### src/rtl/fsa_pkg.sv
// Shared types and constants for the free list slot allocator.
`timescale 1ns / 1ps
`default_nettype none

package fsa_pkg;

  // Fixed field widths of the item, result and size register
  localparam int unsigned OP_W    = 1;
  localparam int unsigned INDEX_W = 10;
  localparam int unsigned COUNT_W = 11;

  // Operation codes
  typedef enum logic [OP_W-1:0] {
    OP_ACQUIRE = 1'b0,
    OP_RELEASE = 1'b1
  } op_t;

  // Result status codes
  typedef enum logic [1:0] {
    ST_OK        = 2'd0,
    ST_EXHAUSTED = 2'd1,
    ST_RANGE     = 2'd2
  } status_t;

  // Controller states
  typedef enum logic [1:0] {
    S_CLEAR,
    S_IDLE,
    S_EXEC
  } ctrl_state_t;

  // Commands from controller to datapath
  typedef struct packed {
    logic clear;    // write one link entry of the rebuild pass
    logic capture;  // take the input beat and start the link read
    logic commit;   // update the pool and load the result register
  } fsa_cmd_t;

endpackage

`default_nettype wire

### src/rtl/fsa_ctrl.sv
// Controller: sequences the rebuild pass, accept, link read and commit, owns result valid.
`timescale 1ns / 1ps
`default_nettype none

module fsa_ctrl (
  input  wire logic             clk,
  input  wire logic             rst,
  input  wire logic             cfg_we,
  input  wire logic             clear_last,
  input  wire logic             in_valid,
  output logic                  in_ready,
  output logic                  out_valid,
  input  wire logic             out_ready,
  output fsa_pkg::fsa_cmd_t     cmd
);
  import fsa_pkg::*;

  ctrl_state_t state, state_next;
  logic        out_valid_next;

  // State and result valid registers
  always_ff @(posedge clk) begin
    if (rst) begin
      state     <= S_CLEAR;
      out_valid <= 1'b0;
    end else begin
      state     <= state_next;
      out_valid <= out_valid_next;
    end
  end

  // Next state and commands
  always_comb begin
    state_next     = state;
    in_ready       = 1'b0;
    cmd            = '0;
    out_valid_next = out_valid & ~out_ready;
    case (state)
      S_CLEAR: begin
        // rebuild the link chain one entry per cycle
        cmd.clear = 1'b1;
        if (clear_last) begin
          state_next = S_IDLE;
        end
      end
      S_IDLE: begin
        in_ready = ~cfg_we;
        if (in_valid && !cfg_we) begin
          cmd.capture = 1'b1;
          state_next  = S_EXEC;
        end
      end
      S_EXEC: begin
        // wait until the result register is free or drains this cycle
        if (!out_valid || out_ready) begin
          cmd.commit     = 1'b1;
          out_valid_next = 1'b1;
          state_next     = S_IDLE;
        end
      end
      default: begin
        state_next = S_IDLE;
      end
    endcase
    // a size write restarts the rebuild pass
    if (cfg_we) begin
      state_next = S_CLEAR;
    end
  end

endmodule

`default_nettype wire

### config.mk
export PLATFORM = sky130hd
export DESIGN_NAME = fsa_ctrl
export DESIGN_NICKNAME = d
export VERILOG_FILES = /design/src/rtl/fsa_pkg.sv /design/src/rtl/fsa_ctrl.sv
export SDC_FILE = /design/constraint.sdc
export NUM_CORES = 1
export LEC_CHECK = 0
export BUFFER_PORTS_ARGS = -buffer_cell sky130_fd_sc_hd__buf_2
export CORE_AREA = 2 2 39 41
export CTS_CLUSTER_SIZE = 12
export DETAILED_ROUTE_END_ITERATION = 8
export DIE_AREA = 0 0 41 43
export REMOVE_ABC_BUFFERS = 1
export SLEW_MARGIN = 20
export SYNTH_ARGS = -nofsm -noshare
export SYNTH_HDL_FRONTEND = slang
export SYNTH_SLANG_ARGS = --single-unit
### constraint.sdc
create_clock -name clk -period 1.1 [get_ports clk]
set_clock_uncertainty 0.05 [all_clocks]
set_input_delay 0.11 -clock clk [delete_from_list [all_inputs] [get_ports clk]]
set_output_delay 0.11 -clock clk [all_outputs]
set_load 0.005 [all_outputs]
-- Word level (Yosys, flattened, before mapping)
Index checks and enable logic that the tools add are counted.
- register bits after elaboration: 3
- output and inout port bits: 5
- logic and storage cells: 29
- equality and inequality tests: 5
- mux-type cells: 12
- bitwise gates (word level): 3
- reductions and logical operators: 7
- operators with widths (cell ; count):
    $mux 1 ; 8
    $mux 2 ; 3
    $ne 2x2->1 const B ; 3
    $pmux 2 s3 ; 1
    $reduce_and 3->1 ; 1
    $eq 2x1->1 const B ; 1
    $eq 2x2->1 const B ; 1
    $logic_not 1->1 ; 2
    $logic_not 2->1 ; 1
    $not 1->1 ; 2
    $reduce_or 2->1 ; 1
    $and 1x1->1 ; 1
    $logic_and 1x1->1 ; 1
    $logic_or 1x1->1 ; 1

-- Depth between registers and ports, before layout
- word-level depth: 4
- depth in mapped cells: 2
- gate-level depth less buffers: 2

-- Least setup slack after synthesis
OpenSTA, ideal clock, no wires.
- path type: register to register
- start: register state[0]
- end: register state[0]
- data arrival time: 0.844 ns
- data required time: 0.934 ns
- setup slack: 0.090 ns
- cell stages (with the launch flop): 3
- cell sequence: dfxtp_1 -> or3_1 -> and4_1
- longest elaborated chain between the ends: 3
- elaborated cells between the ends (all ways): 8
- ends and longest elaborated chain (element ; RTL line ; text):
    from (decl) ; fsa_ctrl.sv:18 ; ctrl_state_t state, state_next;
    from (signal assigned) ; fsa_ctrl.sv:27 ; state <= state_next;
    $eq 2x2->1, or another cell as far along ; fsa_ctrl.sv:38 ; case (state)
    $ne 2x2->1 (no line) ; n/a ;
    $reduce_and 3->1 (no line) ; n/a ;
Several ways; a longest one is shown, not always the timed one.
A chain may end at the register's enable or synchronous reset.

==> run metrics <==
syn avg cell area=9.46 sq um; die width=slightly above 40 microns; number of fill cells=~160; largest net degree at the start of global routing=7; Area Overhead vs Synth=76.9%; crit path DAT=1010 ps; dpl ws=48.7 ps; CP cell instances=nor3b_2, and2_1, buf_2; maximum vdd ir drop=339 uV; # setup viols final=1; Worst Path Max Fanout=5; Worst Setup SP=state[0]; sequential share of the synthesized area=between 30% and 40%; RSZ-0062 raised after global routing=true; setup TNS=-66.8 ps; wire per inst=8.54 microns; Psw=77.4 uW; Root Driver=clkbuf_4; Cells after Synth=16; Syn Std Cell Area=151 sq um; worst r2r src=state[0]; fmax=857 MHz; Final Cycle Share=106%; global route overflow=0; min-delay src=out_ready; die height=43 microns; Critical Path RT=940 ps; combinational share of power=9.5%; failing checks=setup timing; synth unique cells=12; relative slew slack=about nine tenths; I/O pin cnt=11; TritonCTS clock tree=yes; slowest stage cell, crit path=dfxtp_2; std cell rows=14; core area=1380 sq um; leakage power=0.120 nW; clock share of power=57.4%; Worst setup SP type=flop; die area=1760 sq um; I/O Buffers=10; sequential share of power=33.1%; final hold violation count=0; Final Max Tran Viols=0; number of global-route vias before repair=approximately 130; final core occ=around a fifth; PD cells=1300 nW/um^2; n_diodes=0; clk slew on worst S/H paths=40 ps; Syn. warnings=0; H-tree level count=1; Switching Fraction=22.2%; placer congestion estimate=around 0.54; Max Cap Violations=0; antenna violations before repair=0; Nets=39; routed vias/inst=3.50; HP Class=primary input to flop; Worst Setup End Kind=output port; # clock sinks=3; CP peak stage delay=about 340 ps; layout cells sized above 1=53.1%; initial drt markers=2; DRT Wirelength=410 microns; Vias=168; global-route wire length before repair=503 microns; placed inst area=approximately 220 sq um; Clk Latency, worst-skew pair=240 ps; Internal=between 200 and 300 uW; GRT Resource Usage Total=5.52%; DRC Markers=0; status=complete, but fails checks; Clock Path Buffers=2; Starting Density=10.9%; reg2reg setup slack=around 30 ps; DR pass1 iterations=4; min setup slack post-route=-66.8 ps; Final HPWL DP=282 microns; fin crit period=1170 ps; FF+latch count, synth=3; ANT nets after route=0; WS Path Type=flop to output port; design area=268 sq um; Power, Total=348 uW; Num CTS Buffers=3; slew at the pin closest to its max-slew limit=155 ps
[Yosys cell counts, drive strengths merged]
cell type	count	area share (%)
a21boi	1	5.0
nand4bb	1	7.4
nor2	2	5.0
or3	1	4.1
a21oi	1	3.3
nor3b	1	8.3
dfxtp	3	40
and2	1	4.1
nand2b	2	8.3
and4	1	5.8
nor2b	1	4.1
nand3b	1	5.0
[registers in the layout, indices dropped and copies added, names as in the netlist]
register   cells
out_valid      1
state          2
[critical path: cells and delay by family, from the launching register on]
family	cells	cell delay (ps)
flip-flops	1	340
AND/OR/NAND/NOR	2	320
buffers and inverters	1	100
[kinds of logic (layout without fill, tap and decap cells)]
kind of cell / after synthesis / count (layout) / share of synthesized area, %
DFF: 3 / 3 / 39.7
and+or+nand+nor: 11 / 11 / 52.1
buffers and inverters: 0 / 16 / 0
AOI/OAI and AO/OA: 2 / 2 / 8.26
[placed cells by master, fill, tap and decap left out, types with 2 or more instances in the layout]
| cell | synthesis | routed |
|---|---|---|
| nand2b_1 | 2 | 2 |
| clkbuf_4 | 0 | 3 |
| buf_2 | 0 | 10 |
| nor2_1 | 2 | 2 |
| dfxtp_2 | 0 | 2 |
[final timing paths]
check | to | depth (start not counted)
max | cmd[1] | 3
min | out_valid | 3
max reg2reg | state[0] | 3
min reg2reg | out_valid | 2
[power by group through the flow]
stage                     clock network (mW)  registers [mW]  logic [mW]
final                                  0.200           0.115      0.0332
after global routing                   0.227           0.115      0.0366
after CTS                              0.209           0.116      0.0304
after detailed placement                   0           0.117      0.0275
after global placement                     0           0.117      0.0272
after floorplan                            0           0.116      0.0117
[layer usage]
metal | track usage, % | up-vias | part of all wire (%)
met1 | 4.17 | 67 | 43
met2 | 5.63 | 11 | 37
met3 | 7.85 | 2 | 17
met4 | 6.00 | 0 | 2.7
met5 | 0 | - | 0
li1 | - | 88 | -
[repair_timing]
item	CTS	global route
hold buffers	1	0
pin swaps	2	2
endpoints found under the hold margin	1	0
setup buffers	0	1
resized for setup	2	0
endpoints found under the setup margin	3	2
[through the flow]
stage          instances  hold WS (ps)
6_report              48           122
5_1_grt               48           133
4_1_cts               47           117
3_5_place_dp          42           247
3_3_place_gp          42           247
2_1_floorplan         16           129
[final cells by class]
class	instances	area [sq um]	area share, %
Multi-Input combinational cell	13	91.3	34.1
Timing Repair Buffer	12	67.6	25.2
Sequential cell	3	62.6	23.4
Clock buffer	4	26.3	9.81
Tap cell	16	20.0	7.48
Note: power is estimated with default switching activity, not from simulation.
